===== config.mk =====
export PLATFORM = sky130hd
export DESIGN_NAME = lsi_div_cell
export DESIGN_NICKNAME = d
export VERILOG_FILES = /design/src/hw/rtl/line_segment_intersection_top_macros.svh /design/src/hw/rtl/lsi_div_cell.sv
export SDC_FILE = /design/constraint.sdc
export NUM_CORES = 1
export LEC_CHECK = 0
export BUFFER_PORTS_ARGS = -buffer_cell sky130_fd_sc_hd__buf_2
export CAP_MARGIN = 20
export CORE_ASPECT_RATIO = 1.25
export CORE_MARGIN = 2
export CORE_UTILIZATION = 31
export DETAILED_ROUTE_END_ITERATION = 8
export SKIP_CTS_REPAIR_TIMING = 1
export SLEW_MARGIN = 30
export SYNTH_ARGS = -nofsm -noshare
export SYNTH_HDL_FRONTEND = slang
export SYNTH_SLANG_ARGS = --single-unit

===== constraint.sdc =====
create_clock -name clk -period 6.1 [get_ports clk]
set_input_delay 0.305 -clock clk [delete_from_list [all_inputs] [get_ports clk]]
set_output_delay 0.305 -clock clk [all_outputs]
set_load 0.005 [all_outputs]

===== src/hw/rtl/line_segment_intersection_top_macros.svh =====
// ----------------------------------------------------------------------------
// line_segment_intersection_top_macros
// assertion macros used by the top-level rtl file
// ----------------------------------------------------------------------------
`ifndef LINE_SEGMENT_INTERSECTION_TOP_MACROS_SVH
`define LINE_SEGMENT_INTERSECTION_TOP_MACROS_SVH

// immediate implication checked at every clock edge outside reset
`define LSI_ASSERT_IMP(label, clk, rst, ante, cons) \
  label: assert property (@(posedge clk) disable iff (rst) (ante) |-> (cons)) \
    else $error("assertion failed");

// implication whose consequent is checked in the next cycle
`define LSI_ASSERT_NEXT(label, clk, rst, ante, cons) \
  label: assert property (@(posedge clk) disable iff (rst) (ante) |=> (cons)) \
    else $error("assertion failed");

`endif


===== src/hw/rtl/lsi_div_cell.sv =====
// ----------------------------------------------------------------------------
// lsi_div_cell
// one restoring division step plus pass-along of the item payload
// ----------------------------------------------------------------------------
module lsi_div_cell #(
  parameter int DW = 64,
  parameter int QW = 16,
  parameter int PW = 100
) (
  input  logic          clk,
  input  logic          rst,
  input  logic          en,
  input  logic          in_vld,
  input  logic [DW-1:0] in_rem,
  input  logic [DW-1:0] in_den,
  input  logic [QW-1:0] in_q,
  input  logic [PW-1:0] in_pay,
  output logic          vld,
  output logic [DW-1:0] rem,
  output logic [DW-1:0] den,
  output logic [QW-1:0] q,
  output logic [PW-1:0] pay
);
  logic [DW:0] shifted;
  logic [DW:0] diff;
  logic        take;

  // shift in a zero, try subtracting the divisor
  always_comb begin
    shifted = {in_rem, 1'b0};
    diff    = shifted - {1'b0, in_den};
    take    = !diff[DW];
  end

  always_ff @(posedge clk) begin
    if (rst) begin
      vld <= 1'b0;
    end else if (en) begin
      vld <= in_vld;
    end
  end

  always_ff @(posedge clk) begin
    if (en) begin
      rem <= take ? diff[DW-1:0] : shifted[DW-1:0];
      den <= in_den;
      q   <= {in_q[QW-2:0], take};
      pay <= in_pay;
    end
  end
endmodule


-- After elaboration in Yosys (flattened, before gate mapping)
Index checks and enable logic that the tools add are counted.
- output and inout bits: 245
- input port bits: 248
- register bits: 245
- memories kept: 0
- latch bits: 0
- RAM bits: 0
- ROM bits: 0
- divide/modulo/power cells: 0
- reductions and logical operators: 1
- multipliers: 0
- shift-type cells: 0
- add/subtract/negate cells: 1
- magnitude comparators: 0
- bitwise operators: 0
- muxes and demuxes: 1
- equality and inequality tests: 0
- operators with widths (operator ; count):
    $sub 65x64->65 ; 1
    $mux 64 ; 1
    $logic_not 1->1 ; 1

-- Logic depth before layout (Yosys ltp)
- depth in word-level cells: 2
- mapped depth: 15
- depth with buffers taken out: 12

-- Least setup slack after synthesis
No wires, ideal clock.
- path type: input-to-reg
- start point: input port in_den[53]
- end point: register rem[63], data pin
- buffers on the path: 3
- cell stages on the path: 14
- slack: 2.578 ns
- arrival: 3.265 ns
- cells stage by stage: inv_1 -> ha_1 -> clkbuf_1 -> a21o_1 -> a21o_1 -> a221oi_1 -> o21ai_0 -> a211oi_1 -> mux2_2 -> or3_1 -> buf_2 -> buf_2 -> a311o_1 -> o22a_1
- word-level cells in the longest chain between the ends: 2
- ends and longest elaborated chain (what ; RTL line ; source):
    start: declaration ; lsi_div_cell.sv:15 ; input logic [DW-1:0] in_den,
    $sub 65x64->65 ; lsi_div_cell.sv:31 ; diff = shifted - {1'b0, in_den};
    $mux 64 ; lsi_div_cell.sv:45 ; rem <= take ? diff[DW-1:0] : shifted[DW-1:0];
    end signal: assignment ; lsi_div_cell.sv:45 ;
    end: declaration ; lsi_div_cell.sv:19 ; output logic [DW-1:0] rem,
Every way passes these cells.
A chain may end at the register's enable or synchronous reset.

-- Final worst setup path
- start point: input port in_den[17]
- end point: register rem[63], data pin
Same word-level chain as after synthesis.

==> results by group <==
Power and ir drop
  • Lkg Pwr: between 7 and 8 nW
  • Clk pwr share: 33.9%
  • Total power: 4.675 mW
  • Internal power: 3.378 mW
  • NetSw: 1.297 mW
  • Maximum vdd drop: ~0.00022 V
  • Comb pwr share: 21.4%
  • PwrDens: 259.5 nW/um^2
  • Sequential share of power: 44.7%
  • Sw frac: 27.74%

Setup path
  • Setup Crit Path Kind: in -> reg
  • Critical Path End Type: flip-flop
  • Critical path required time: around 6.4 ns
  • Slowest cell on crit path: clkinv_1
  • CP bufs+invs: 4
  • Nature of the critical path startpoint: primary input
  • Cell mode on critical path: o21ai_0
  • Delay-heaviest family, CP: compound AO/OA/AOI/OAI gates
  • Arrival @ worst endpoint: 4.89 ns
  • Critical Path, Cell by Cell: dlygate4sd3_1, buf_2, inv_1, ha_1, a21oi_1, o21ai_0, o21ai_0, o21ai_0, a22oi_1, and4b_4, or3_4, clkinv_1, o22a_1
  • Max FO, Critical Path: 62
  • Max stage delay on crit path: 0.69 ns

Timing
  • Max-slew violation count: 0
  • Fmax achieved: 0.2177 GHz
  • Period utilization: 75.29%
  • Final hold violation count: 0
  • Final setup skew: 0 ns
  • Setup_tns: 0 ns
  • Final setup vio count: 0
  • Relative slew margins: 34.20%
  • Worst Tran Pin Value: approximately 0.98 ns
  • Final min period: 4.593 ns
  • RSZ-0062 raised after global routing: false

Synthesis
  • Syn Inst Count: 1,097
  • Main combinational cell family by area after synthesis: compound AO/OA/AOI/OAI gates
  • EDFF count, synth: 244
  • Post-Synth Adder-Cell Area: 6.524%
  • Post-synth net total: 1,409
  • Compound-Gate Fraction of Synth Area: 15.47%
  • Post-synthesis mux area share: 0.1717%
  • Synthesized area per cell: 11.29 um^2
  • Simple-Gate Fraction of Synth Area: between 10% and 20%
  • Post-Syn Area: 12,390 um^2
  • Sequential area share after synthesis: about three fifths
  • Top FF cell, synth: edfxtp_1
  • Asr flop ratio synth: 0%
  • Area share of xor/xnor cells in the synthesized design: 3.464%
  • Library cells used by synthesis: 66
  • FF+latch count, synth: about 250
  • Synthesis Warnings: 0

Drt
  • Routed wire per std cell: 20.32 um
  • DRT Pass-1 Iters: 5
  • Via count: approximately 11,000
  • DR iter-0 viols: 561
  • Final ANT Viol Nets: 0
  • Drt drc: 0
  • Final wirelength: 46,330 um
  • Routed vias/inst: 4.913

Outcome
  • Run status: completed

Finish
  • NumNets Final: 2,068
  • Share of post-route cells with drive strength above 1: 30.67%
  • Commonest non-fill, non-tap cell in the layout: buf_2
  • Final instance area: 18,010 um^2
  • Most frequent cells in the layout: buf_2 (490), edfxtp_1 (244), dlygate4sd3_1 (180), nand2_1 (138), o21ai_0 (99)
  • Area Growth Syn to Fin: 45.41%

Floorplan
  • Starting Density: 31.51%
  • Width of the die: 182.8 um
  • Die area: 41,590 um^2
  • FP Rows: 81
  • Die height: 227.5 um
  • Total core area: 39,320 um^2
  • Io pins: 493

Clock tree
  • Clock Tree Buf Depth: 3
  • Clk sinks: 245
  • Worst-Skew Late Latency: 0.54 ns
  • Clock Pin Slew Worst Setup and Hold Paths: ~0.06 ns
  • Clk root buf: clkbuf_16
  • CTS Buf Count: 27
  • CTS tree: yes
  • H-tree levels: 1

GRT
  • Total gr overflow: 0
  • Global-route wire length before repair: 61,620 um
  • Vias in the first global route: 10,440
  • Largest net degree at the start of global routing: 155
  • Initial antenna violation count: 12
  • GRT Total Usage: 19.74%

Placement
  • Final RePlAce weighted congestion: 0.8953
  • Port buffer count: approximately 490
  • Cell Area, Placed: between 15,000 and 20,000 um^2
  • Post-DP HPWL: 34,380 um

Job
  • Max cap viols: 0

Min path
  • Hold WC Path Type: in -> reg
-- cell usage after synthesis (24+ instances only) --
cell,instances,share of area [%]
edfxtp_1,244,59
nand2_1,138,4.2
o21ai_0,99,4.0
inv_1,81,2.5
a21oi_1,78,3.2
ha_1,63,6.4
nor2_1,57,1.7
clkbuf_1,37,1.1
a21o_1,36,2.2
nand3_1,25,1.0
xor2_1,25,1.8
xnor2_1,24,1.7
-- layout make-up --
class                           instances  area [um^2]
Antenna cell                            8        20.02
Clock buffer                           30        686.9
Clock inverter                         17        147.6
Fill cell                            3633        21310
Inverter                               82        307.8
Multi-Input combinational cell        726         4566
Sequential cell                       245         7347
Tap cell                              498        623.1
Timing Repair Buffer                  674         4317
-- through the flow --
| stage | cells | util (%) | setup WS [ns] | hold slack (ns) |
|---|---|---|---|---|
| final | 2280 | 45.81 | 1.507 | 0.01438 |
| after global routing | 2277 | 45.79 | 1.178 | 0.03742 |
| after CTS | 2092 | 41.18 | 1.978 | -0.1118 |
| after detailed placement | 2045 | 39.06 | 1.431 | 0.4714 |
| after global placement | 2045 | 39.06 | 1.466 | 0.4653 |
| after floorplan | 1097 | - | 2.578 | 0.3774 |
-- worst min-delay path: stages --
cell and delay (ns):
buf_2 0.07, mux2i_1 0.06, nor2_1 0.09
-- kinds of logic after synthesis --
logic type	after synthesis
AO/OA/AOI/OAI	308
AND/OR/NAND/NOR	303
flip-flops	245
buffers and inverters	126
adder cells (fa/ha/maj)	64
XOR/XNOR	49
multiplexers	2
-- path summary, 6_finish.rpt --
check                  start       to  slack [ns]  cells past startpoint
setup / recovery  in_den[17]  rem[63]        1.51                     13
hold / removal        in_vld      vld        0.01                      3
setup reg to reg         vld      vld        5.50                      2
hold reg to reg          vld      vld        0.52                      2
-- sequential cells by signal (all words and copies together) (netlist names) --
register  count
den          64
vld           1
pay         100
q            16
rem          64
-- power groups by stage --
stage          Combinational (mW)  Sequential [mW]  Clock [mW]
4_1_cts                     0.909             2.09        1.62
2_1_floorplan               0.426             2.14           0
6_report                     1.00             2.09        1.58
3_5_place_dp                0.904             2.12           0
3_3_place_gp                0.898             2.12           0
5_1_grt                      1.10             2.10        1.68
-- metal layers --
metal	track usage [%]	vias up	part of all wire, %
met1	21.12	5271	37
met3	6.271	97	7.7
li1	-	5382	-
met2	36.71	444	51
met5	0	-	0.10
met4	6.555	8	3.5
Power figures use the tool's default switching activity.
